==> config.mk <==
export PLATFORM = sky130hd
export DESIGN_NAME = retransmit_window_scheduler_top_flat
export DESIGN_NICKNAME = d
export VERILOG_FILES = /design/src/design/rws_pkg.sv /design/src/design/rws_if.sv /design/src/design/rws_regs.sv /design/src/design/rws_engine.sv /design/src/design/retransmit_window_scheduler_top.sv /design/src/flat_wrapper.sv
export SDC_FILE = /design/constraint.sdc
export NUM_CORES = 2
export LEC_CHECK = 0
export BUFFER_PORTS_ARGS = -buffer_cell sky130_fd_sc_hd__buf_2
export CORE_MARGIN = 4
export CORE_UTILIZATION = 50
export CTS_BUF_LIST = sky130_fd_sc_hd__clkbuf_4 sky130_fd_sc_hd__clkbuf_8
export CTS_CLUSTER_DIAMETER = 60
export DETAILED_ROUTE_END_ITERATION = 7
export GPL_ROUTABILITY_DRIVEN = 0
export PLACE_DENSITY = 0.67
export SYNTH_ARGS = -nofsm -noshare
export SYNTH_HDL_FRONTEND = slang
export SYNTH_HIERARCHICAL = 1
export SYNTH_SLANG_ARGS = --single-unit
==> constraint.sdc <==
create_clock -name clk -period 10.5 [get_ports clk]
set_input_delay 1.575 -clock clk [delete_from_list [all_inputs] [get_ports clk]]
set_output_delay 1.575 -clock clk [all_outputs]
set_load 0.01 [all_outputs]
==> src/design/rws_pkg.sv <==
// Package with the shared constants, types and codes of the retransmit window scheduler.
package rws_pkg;

  localparam int unsigned SLOTS_DEFAULT = 8;
  localparam logic [31:0] HALF_RANGE = 32'h8000_0000;
  localparam logic [31:0] MAX_TICKS = 32'hFFFF_FFFF;

  localparam logic [3:0]  WSIZE_RESET = 4'd8;
  localparam logic [31:0] ITIMEOUT_RESET = 32'd2;
  localparam logic [7:0]  THRESH_RESET = 8'd3;

  localparam logic [1:0] REG_WINDOW_SIZE = 2'd0;
  localparam logic [1:0] REG_INIT_TIMEOUT = 2'd1;
  localparam logic [1:0] REG_ACK_THRESH = 2'd2;

  typedef enum logic [1:0] {
    KIND_ENQUEUE = 2'd0,
    KIND_ACK = 2'd1,
    KIND_POLL = 2'd2,
    KIND_RESCHED = 2'd3
  } kind_t;

  typedef enum logic [1:0] {
    ST_DONE = 2'd0,
    ST_REFUSED = 2'd1,
    ST_NOTHING_DUE = 2'd2
  } status_t;

  typedef enum logic [2:0] {
    S_IDLE,
    S_SCAN1,
    S_APPLY,
    S_SCAN2,
    S_OUT
  } state_t;

  function automatic logic is_older(input logic [31:0] a, input logic [31:0] b);
    logic [31:0] d;
    begin
      d = a - b;
      return d >= HALF_RANGE;
    end
  endfunction

  function automatic logic [31:0] sat_add(input logic [31:0] a, input logic [31:0] b);
    logic [32:0] s;
    begin
      s = {1'b0, a} + {1'b0, b};
      return s[32] ? MAX_TICKS : s[31:0];
    end
  endfunction

endpackage

==> src/design/rws_if.sv <==
// Valid/ready channel interfaces for commands and results.
interface rws_cmd_if;
  logic        valid;
  logic        ready;
  logic [1:0]  kind;
  logic [31:0] now;
  logic [31:0] ack_id;
  logic [4:0]  opcode;
  modport source (output valid, kind, now, ack_id, opcode, input ready);
  modport sink (input valid, kind, now, ack_id, opcode, output ready);
endinterface

interface rws_res_if;
  logic        valid;
  logic        ready;
  logic [1:0]  status;
  logic [2:0]  slot;
  logic [31:0] pkt_seq;
  logic [4:0]  sent_opcode;
  logic [31:0] wait_ticks;
  logic        window_empty;
  logic [3:0]  sequenced_free;
  modport source (output valid, status, slot, pkt_seq, sent_opcode, wait_ticks,
                  window_empty, sequenced_free, input ready);
  modport sink (input valid, status, slot, pkt_seq, sent_opcode, wait_ticks,
                window_empty, sequenced_free, output ready);
endinterface

==> src/design/rws_regs.sv <==
// APB configuration registers of the scheduler.
module rws_regs
  import rws_pkg::*;
(
  input  logic        clk,
  input  logic        rst,
  input  logic        psel,
  input  logic        penable,
  input  logic        pwrite,
  input  logic [3:0]  paddr,
  input  logic [31:0] pwdata,
  output logic [31:0] prdata,
  output logic        pready,
  output logic [3:0]  window_size,
  output logic [31:0] first_timeout,
  output logic [7:0]  ack_threshold
);

  logic wr;
  assign pready = 1'b1;
  assign wr = psel && penable && pwrite;

  always_ff @(posedge clk) begin
    if (rst) begin
      window_size <= WSIZE_RESET;
      first_timeout <= ITIMEOUT_RESET;
      ack_threshold <= THRESH_RESET;
    end else if (wr) begin
      case (paddr[3:2])
        REG_WINDOW_SIZE: window_size <= pwdata[3:0];
        REG_INIT_TIMEOUT: first_timeout <= pwdata;
        REG_ACK_THRESH: ack_threshold <= pwdata[7:0];
        default: ;
      endcase
    end
  end

  always_comb begin
    case (paddr[3:2])
      REG_WINDOW_SIZE: prdata = {28'd0, window_size};
      REG_INIT_TIMEOUT: prdata = first_timeout;
      REG_ACK_THRESH: prdata = {24'd0, ack_threshold};
      default: prdata = 32'd0;
    endcase
  end

endmodule

==> src/design/rws_engine.sv <==
// Slot store and the sequencer that visits one slot per cycle.
module rws_engine
  import rws_pkg::*;
#(
  parameter int unsigned WINDOW_SLOTS = SLOTS_DEFAULT
) (
  input  logic        clk,
  input  logic        rst,
  input  logic [3:0]  window_size,
  input  logic [31:0] first_timeout,
  input  logic [7:0]  ack_threshold,
  rws_cmd_if.sink     cmd,
  rws_res_if.source   res
);

  localparam int unsigned IW = (WINDOW_SLOTS > 1) ? $clog2(WINDOW_SLOTS) : 1;
  localparam int unsigned CW = $clog2(WINDOW_SLOTS + 1);

  state_t state, state_next;

  logic [WINDOW_SLOTS-1:0] slot_active;
  logic [31:0] slot_id [WINDOW_SLOTS];
  logic [4:0]  slot_opcode [WINDOW_SLOTS];
  logic [31:0] slot_next_try [WINDOW_SLOTS];
  logic [31:0] slot_timeout [WINDOW_SLOTS];
  logic [7:0]  slot_ack_count [WINDOW_SLOTS];
  logic [31:0] next_id;

  logic [1:0]  kind_r;
  logic [31:0] now_r, ack_r;
  logic [4:0]  opc_r;
  logic [CW-1:0] size;
  logic [CW-1:0] idx;
  logic [IW-1:0] ix;

  // Per-scan accumulators.
  logic        found;
  logic [31:0] oldest;
  logic        free_found;
  logic [IW-1:0] free_ix;
  logic        best_found;
  logic [IW-1:0] best_ix;
  logic [31:0] best_id;
  logic [31:0] wait_acc;

  logic [1:0]  o_status;
  logic [2:0]  o_slot;
  logic [31:0] o_pid;
  logic [4:0]  o_sop;

  logic last;
  logic act;
  logic due;

  always_comb begin
    if (window_size == 4'd0) size = CW'(1);
    else if (32'(window_size) > WINDOW_SLOTS) size = CW'(WINDOW_SLOTS);
    else size = CW'(window_size);
  end

  assign ix = idx[IW-1:0];
  assign last = (idx == size - CW'(1));
  assign act = slot_active[ix];
  assign due = (slot_ack_count[ix] >= ack_threshold) || (now_r >= slot_next_try[ix]);

  assign cmd.ready = (state == S_IDLE);
  assign res.valid = (state == S_OUT);

  always_ff @(posedge clk) begin
    if (rst) state <= S_IDLE;
    else state <= state_next;
  end

  always_comb begin
    state_next = state;
    case (state)
      S_IDLE: if (cmd.valid) state_next = S_SCAN1;
      S_SCAN1: if (last) state_next = S_APPLY;
      S_APPLY: if (kind_r == KIND_POLL || kind_r == KIND_ENQUEUE) state_next = S_SCAN2;
               else if (last) state_next = S_SCAN2;
      S_SCAN2: if (last) state_next = S_OUT;
      S_OUT: if (res.ready) state_next = S_IDLE;
      default: state_next = S_IDLE;
    endcase
  end

  always_ff @(posedge clk) begin
    if (rst) begin
      slot_active <= '0;
      next_id <= 32'd0;
      idx <= '0;
    end else begin
      case (state)
        S_IDLE: begin
          idx <= '0;
          kind_r <= cmd.kind;
          now_r <= cmd.now;
          ack_r <= cmd.ack_id;
          opc_r <= cmd.opcode;
          found <= 1'b0;
          free_found <= 1'b0;
          best_found <= 1'b0;
          free_ix <= '0;
          best_ix <= '0;
          best_id <= 32'd0;
        end
        S_SCAN1: begin
          // Oldest ID, first free slot and oldest due slot in one pass.
          if (act && (!found || is_older(slot_id[ix], oldest))) begin
            found <= 1'b1;
            oldest <= slot_id[ix];
          end
          if (!act && !free_found) begin
            free_found <= 1'b1;
            free_ix <= ix;
          end
          if (act && due && (!best_found || is_older(slot_id[ix], best_id))) begin
            best_found <= 1'b1;
            best_ix <= ix;
            best_id <= slot_id[ix];
          end
          idx <= last ? '0 : idx + CW'(1);
        end
        S_APPLY: begin
          o_status <= ST_DONE;
          o_slot <= 3'd0;
          o_pid <= 32'd0;
          o_sop <= 5'd0;
          case (kind_r)
            KIND_ENQUEUE: begin
              if (free_found && (!found || (next_id - oldest) < 32'(size))) begin
                slot_active[free_ix] <= 1'b1;
                slot_id[free_ix] <= next_id;
                slot_opcode[free_ix] <= opc_r;
                slot_next_try[free_ix] <= 32'd0;
                slot_timeout[free_ix] <= first_timeout;
                slot_ack_count[free_ix] <= 8'd0;
                o_slot <= 3'(free_ix);
                o_pid <= next_id;
                next_id <= next_id + 32'd1;
              end else begin
                o_status <= ST_REFUSED;
              end
            end
            KIND_POLL: begin
              if (best_found) begin
                slot_next_try[best_ix] <= sat_add(now_r, slot_timeout[best_ix]);
                slot_timeout[best_ix] <= sat_add(slot_timeout[best_ix],
                                                 slot_timeout[best_ix]);
                slot_ack_count[best_ix] <= 8'd0;
                o_slot <= 3'(best_ix);
                o_pid <= slot_id[best_ix];
                o_sop <= slot_opcode[best_ix];
              end else begin
                o_status <= ST_NOTHING_DUE;
              end
            end
            KIND_ACK: begin
              if (act) begin
                if (slot_id[ix] == ack_r) slot_active[ix] <= 1'b0;
                else if (slot_id[ix] < ack_r && slot_ack_count[ix] != 8'hFF)
                  slot_ack_count[ix] <= slot_ack_count[ix] + 8'd1;
              end
            end
            default: begin
              if (act) begin
                slot_next_try[ix] <= now_r;
                slot_timeout[ix] <= first_timeout;
              end
            end
          endcase
          if ((kind_r == KIND_ACK || kind_r == KIND_RESCHED) && !last)
            idx <= idx + CW'(1);
          else
            idx <= '0;
          found <= 1'b0;
          wait_acc <= MAX_TICKS;
        end
        S_SCAN2: begin
          if (act) begin
            if (slot_next_try[ix] <= now_r) wait_acc <= 32'd0;
            else if (slot_next_try[ix] - now_r < wait_acc)
              wait_acc <= slot_next_try[ix] - now_r;
            if (!found || is_older(slot_id[ix], oldest)) begin
              found <= 1'b1;
              oldest <= slot_id[ix];
            end
          end
          idx <= last ? '0 : idx + CW'(1);
        end
        default: ;
      endcase
    end
  end

  logic [31:0] span;
  assign span = next_id - oldest;

  assign res.status = o_status;
  assign res.slot = o_slot;
  assign res.pkt_seq = o_pid;
  assign res.sent_opcode = o_sop;
  assign res.wait_ticks = wait_acc;
  assign res.window_empty = !found;
  always_comb begin
    if (!found) res.sequenced_free = 4'(size);
    else if (span >= 32'(size)) res.sequenced_free = 4'd0;
    else res.sequenced_free = 4'(32'(size) - span);
  end

  a_ready_idle: assert property (@(posedge clk) disable iff (rst)
    cmd.ready |-> !res.valid) else $error("ready while a result is pending");
  a_accept_scan: assert property (@(posedge clk) disable iff (rst)
    (cmd.valid && cmd.ready) |=> state == S_SCAN1) else $error("scan not started");
  a_idx_range: assert property (@(posedge clk) disable iff (rst)
    idx < size) else $error("slot index beyond window");
  a_id_step: assert property (@(posedge clk) disable iff (rst)
    next_id != $past(next_id) |-> $past(state) == S_APPLY && $past(kind_r) == KIND_ENQUEUE)
    else $error("packet ID moved outside an enqueue");

endmodule

==> src/design/retransmit_window_scheduler_top.sv <==
// Top level of the retransmit window scheduler.
// Commands arrive on cmd (kind, now, ack_id, opcode); each yields one result
// item on res (status, slot, pkt_seq, sent_opcode, wait_ticks, window_empty,
// sequenced_free). Registers are written through the APB port: window_size at
// 0x0, first_timeout at 0x4, ack_retransmit_threshold at 0x8.
// A command is accepted only while the block is idle. A sequencer visits one
// window slot per cycle: one pass finds the oldest ID, the first free slot and
// the oldest due slot, then a single apply step (or a pass over the slots for
// ack and schedule-now), then a pass that computes the wait time and the oldest
// remaining ID. The next command is taken the cycle after the result is taken.
// The result holds in its register while the receiver stalls, and no new
// command is taken meanwhile.
// Reset empties the window, clears the next packet ID and loads the register
// defaults (8, 2, 3).
module retransmit_window_scheduler_top
  import rws_pkg::*;
#(
  parameter int unsigned WINDOW_SLOTS = SLOTS_DEFAULT
) (
  input  logic        clk,
  input  logic        rst,
  input  logic        psel,
  input  logic        penable,
  input  logic        pwrite,
  input  logic [3:0]  paddr,
  input  logic [31:0] pwdata,
  output logic [31:0] prdata,
  output logic        pready,
  rws_cmd_if.sink     cmd,
  rws_res_if.source   res
);

  logic [3:0]  window_size;
  logic [31:0] first_timeout;
  logic [7:0]  ack_threshold;

  rws_regs u_regs (
    .clk, .rst, .psel, .penable, .pwrite, .paddr, .pwdata, .prdata, .pready,
    .window_size, .first_timeout, .ack_threshold
  );

  rws_engine #(.WINDOW_SLOTS(WINDOW_SLOTS)) u_engine (
    .clk, .rst, .window_size, .first_timeout, .ack_threshold,
    .cmd(cmd), .res(res)
  );

endmodule

==> src/flat_wrapper.sv <==
// flat-port wrapper written by rule: the top's interface ports become plain ports
module retransmit_window_scheduler_top_flat import rws_pkg::*;
#(
  parameter int unsigned WINDOW_SLOTS = SLOTS_DEFAULT
)
  (clk, rst, psel, penable, pwrite, paddr, pwdata, prdata, pready, cmd_valid, cmd_kind, cmd_now, cmd_ack_id, cmd_opcode, cmd_ready, res_valid, res_status, res_slot, res_pkt_seq, res_sent_opcode, res_wait_ticks, res_window_empty, res_sequenced_free, res_ready);
  rws_cmd_if cmd_i ();
  rws_res_if res_i ();
  input  logic clk;
  input  logic rst;
  input  logic psel;
  input  logic penable;
  input  logic pwrite;
  input  logic [3:0] paddr;
  input  logic [31:0] pwdata;
  output logic [31:0] prdata;
  output logic pready;
  input wire logic [$bits(cmd_i.valid)-1:0] cmd_valid;
  input wire logic [$bits(cmd_i.kind)-1:0] cmd_kind;
  input wire logic [$bits(cmd_i.now)-1:0] cmd_now;
  input wire logic [$bits(cmd_i.ack_id)-1:0] cmd_ack_id;
  input wire logic [$bits(cmd_i.opcode)-1:0] cmd_opcode;
  output wire logic [$bits(cmd_i.ready)-1:0] cmd_ready;
  output wire logic [$bits(res_i.valid)-1:0] res_valid;
  output wire logic [$bits(res_i.status)-1:0] res_status;
  output wire logic [$bits(res_i.slot)-1:0] res_slot;
  output wire logic [$bits(res_i.pkt_seq)-1:0] res_pkt_seq;
  output wire logic [$bits(res_i.sent_opcode)-1:0] res_sent_opcode;
  output wire logic [$bits(res_i.wait_ticks)-1:0] res_wait_ticks;
  output wire logic [$bits(res_i.window_empty)-1:0] res_window_empty;
  output wire logic [$bits(res_i.sequenced_free)-1:0] res_sequenced_free;
  input wire logic [$bits(res_i.ready)-1:0] res_ready;
  assign cmd_i.valid = cmd_valid;
  assign cmd_i.kind = cmd_kind;
  assign cmd_i.now = cmd_now;
  assign cmd_i.ack_id = cmd_ack_id;
  assign cmd_i.opcode = cmd_opcode;
  assign cmd_ready = cmd_i.ready;
  assign res_valid = res_i.valid;
  assign res_status = res_i.status;
  assign res_slot = res_i.slot;
  assign res_pkt_seq = res_i.pkt_seq;
  assign res_sent_opcode = res_i.sent_opcode;
  assign res_wait_ticks = res_i.wait_ticks;
  assign res_window_empty = res_i.window_empty;
  assign res_sequenced_free = res_i.sequenced_free;
  assign res_i.ready = res_ready;
  retransmit_window_scheduler_top #(.WINDOW_SLOTS(WINDOW_SLOTS)) u_core (.clk(clk), .rst(rst), .psel(psel), .penable(penable), .pwrite(pwrite), .paddr(paddr), .pwdata(pwdata), .prdata(prdata), .pready(pready), .cmd(cmd_i), .res(res_i));
endmodule
==> out/qor.csv <==
metric,value,unit
synth_edf_count,1090,
setup_total_negative_slack,0,ns
worst_path_largest_cell_delay,0.85,ns
tritoncts,done,
worst_slew_pin_slew,1.16,ns
timing.critical_path.buf_inv,1,
power.share.combinational,5.9,%
period_share,74.3,%
yosysUniqueCellTypes,77,
critPathLaunchType,flip-flop,
ctsHoldBuffers,0,
post_synthesis_async_set_or_reset_flop_share,0,%
grt_start_max_net_pins,82,
number_of_global_route_vias_before_repair,34609,
yosysTopAreaCell,sky130_fd_sc_hd__edfxtp_1,
vdd_drop_max,0.127,mV
clock_buffers_created_by_tritoncts,192,
max_capacitance_violation_total,0,
synth_seq_area_share,60.5,%
drc,0,
routed_wl,147000,µm
num_rows,123,
p_clk_share,41.6,%
timing_worst_setup_path_type,reg2out,
timing.final.crit_period,7.80,ns
pwr-share-seq,52.5,%
synth_cells,3886,
power_per_cell_area,154,nW/µm²
switching_share,22.6,%
drtAntennaViolNets,0,
post_drt_wl_per_cell,25.1,µm
finish.net_count,4547,
drt_first_iter_violations,3381,
netlist_top_cells_area,"sky130_fd_sc_hd__edfxtp_1, sky130_fd_sc_hd__mux4_2, sky130_fd_sc_hd__ha_1",
timing.critical_path.fanout_max,14,
gr-usage-met3,5.04,%
ctsLongestPathBuffers,3,
postSynthNetCount,4246,
count_of_endpoints_failing_setup_in_the_final_report,0,
slew-limit-headroom,22.4,%
count_of_final_hold_check_violations,0,
cts_resized,0,
sinks_on_clock_net,1187,
p_int,7.65,mW
cell_seen_most_often_among_critical_path_stages,sky130_fd_sc_hd__ha_1,
crit_path_slowest_cell,sky130_fd_sc_hd__nor4_1,
final_max_slew_viol_count,0,
m2_gr_usage,36.8,%
fmax,128,MHz
static-leakage-power,23.0,nW
yosys_warnings,6,
layout-drive-gt1-share,24.2,%
synthesis.area_per_instance,14.7,µm²
final_common_cell,sky130_fd_sc_hd__edfxtp_1,
initial_antenna_violation_count,3,
timing.critical_path.max_delay_family,simple AND/OR/NAND/NOR gates,
rsz0062_at_grt,no,
area.growth.synth_to_final,12.2,%
dominant_register_cell_in_the_synthesized_netlist,sky130_fd_sc_hd__edfxtp_1,
outcome,completed,
die_height,346,µm
io-pin-count,228,
die_width,346,µm
ys_ff_latch,1187,
grt_most_used_layer,met2,
drt-vias-per-instance,6.07,
grt_pass1_wl,217000,µm
critPathCaptureType,output pin,
worstPathArrival,6.22,ns
clk_pin_slew_worst_paths,0.06,ns
min-delay-path-class,reg2reg,
final_core_util,56.8,%
finClkSkew,0.0488,ns
clock_insertion_delay_worst_skew,0.88,ns
critical_path.cell_chain,ha_1 > nor2b_1 > or2_2 > a21oi_1 > xnor2_1 > ha_1 > o211a_1 > a2111oi_0 > o211ai_1 > nor4b_1 > and4_1 > nand4_1 > nor4_1 > o41ai_1 > o22ai_1 > buf_2,
core,113000,µm²
root_buffer,sky130_fd_sc_hd__clkbuf_8,
globalRouteMet1Util,34.7,%
yosys_top_cell_area_share,57.1,%
post_cts_setup_driven_buffer_insertion_count,0,
io_buffer_count,224,
layout_common_cells,"sky130_fd_sc_hd__edfxtp_1, sky130_fd_sc_hd__mux4_2, sky130_fd_sc_hd__ha_1",
synth_area,57300,µm²
critical_path_required,8.93,ns
power_switching,2.24,mW
drtPass1Iterations,5,
dieArea,120000,µm²
num_vias,35454,
hpwl,95800,µm
global_route.usage.total,24.0,%
starting_density_of_the_core,50.6,%
globalRoute.totalOverflow,0,
htree_depth,4,
[registers in the layout, summed over array words and instances, names as in the netlist, 4 cells and up, named ones only]
register	count
u_core/u_engine/res.sent_opcode	5
u_core/u_regs/first_timeout	32
u_core/u_regs/window_size	4
u_core/u_engine/slot_active	8
u_core/u_engine/idx	4
u_core/u_engine/next_id	32
u_core/u_engine/slot_id	256
u_core/u_engine/slot_next_try	256
u_core/u_engine/now_r	32
u_core/u_regs/ack_threshold	8
u_core/u_engine/best_id	32
u_core/u_engine/oldest	32
u_core/u_engine/slot_opcode	40
u_core/u_engine/opc_r	5
u_core/u_engine/res.pkt_seq	32
u_core/u_engine/slot_timeout	256
u_core/u_engine/res.wait_ticks	32
u_core/u_engine/ack_r	32
u_core/u_engine/slot_ack_count	64
[final cells by class]
cell class	instances	area, µm²
fillers	8856	48900
flip-flops and latches	1187	34700
multi-input cells	2290	21200
clock buffers	255	3150
well taps	1500	1880
repair buffers	291	1630
inverters	225	846
clock inverters	87	807
diodes	2	5.00
[kinds of logic after synthesis]
group	Yosys count	share of synthesized area [%]
compound gates	653	7.43
xor+xnor	79	1.21
fa+ha+maj	246	5.43
buf+inv	409	2.79
flops	1187	60.5
mux	500	15.2
other cells	1	0.00655
simple gates	811	7.41
[tightest hold or removal path: cells and delay by family (launching register included)]
family           cells  cell delay [ns]
AND/OR/NAND/NOR      1             0.05
flip-flops           1             0.31
AO/OA/AOI/OAI        1             0.05
[per-stage QoR]
step                total power [mW]  instances  hold WS [ns]  worst slack [ns]  area (µm²)
finish                          9.88       5837         0.464              2.70       64200
global route                    10.3       5837         0.493              2.37       64200
CTS                             9.97       5835         0.464              2.67       64200
detailed placement              5.87       5493         0.447              2.87       60300
global placement                5.86       5493         0.440              2.89       60300
floorplan                       5.68       3886         0.420             0.909       57300
[cells in the mapped netlist (all sizes together) (55+ instances only)]
cell type  count
nand3         57
xnor2         55
dfxtp         97
ha           242
nor2         132
mux4         284
o21ai        161
mux2i         97
mux2         119
nand2        187
clkbuf       143
a21oi        147
inv          225
a21o          92
and2          68
edfxtp      1090
nand2b        98
nand4         57
[power by group through the flow]
| stage | Clock [mW] | Combinational [mW] | Sequential, mW |
|---|---|---|---|
| floorplan | 0 | 0.430 | 5.25 |
| global placement | 0 | 0.575 | 5.29 |
| detailed placement | 0 | 0.580 | 5.29 |
| CTS | 4.20 | 0.584 | 5.19 |
| global route | 4.42 | 0.643 | 5.19 |
| finish | 4.11 | 0.586 | 5.19 |
[final timing paths]
check	from	end	slack (ns)	cells after the start
max	u_core/u_engine/next_id[1]$_SDFFE_PP0P_	res_sequenced_free[3]	2.70	16
min	u_core/u_engine/slot_active[7]$_SDFFE_PP0P_	u_core/u_engine/slot_active[7]$_SDFFE_PP0P_	0.46	2
max reg2reg	flip-flop	u_core/u_engine/slot_ack_count[1][3]$_DFFE_PP_	2.85	15
min reg2reg	u_core/u_engine/slot_active[7]$_SDFFE_PP0P_	u_core/u_engine/slot_active[7]$_SDFFE_PP0P_	0.46	2
[routing by layer]
layer  up-vias  share of wire, %
li1      15802                 -
met1     17824                43
met2      1612                46
met3       216               9.0
met4         0               2.6
met5         -                 0
(Power assumes the default switching activity.)
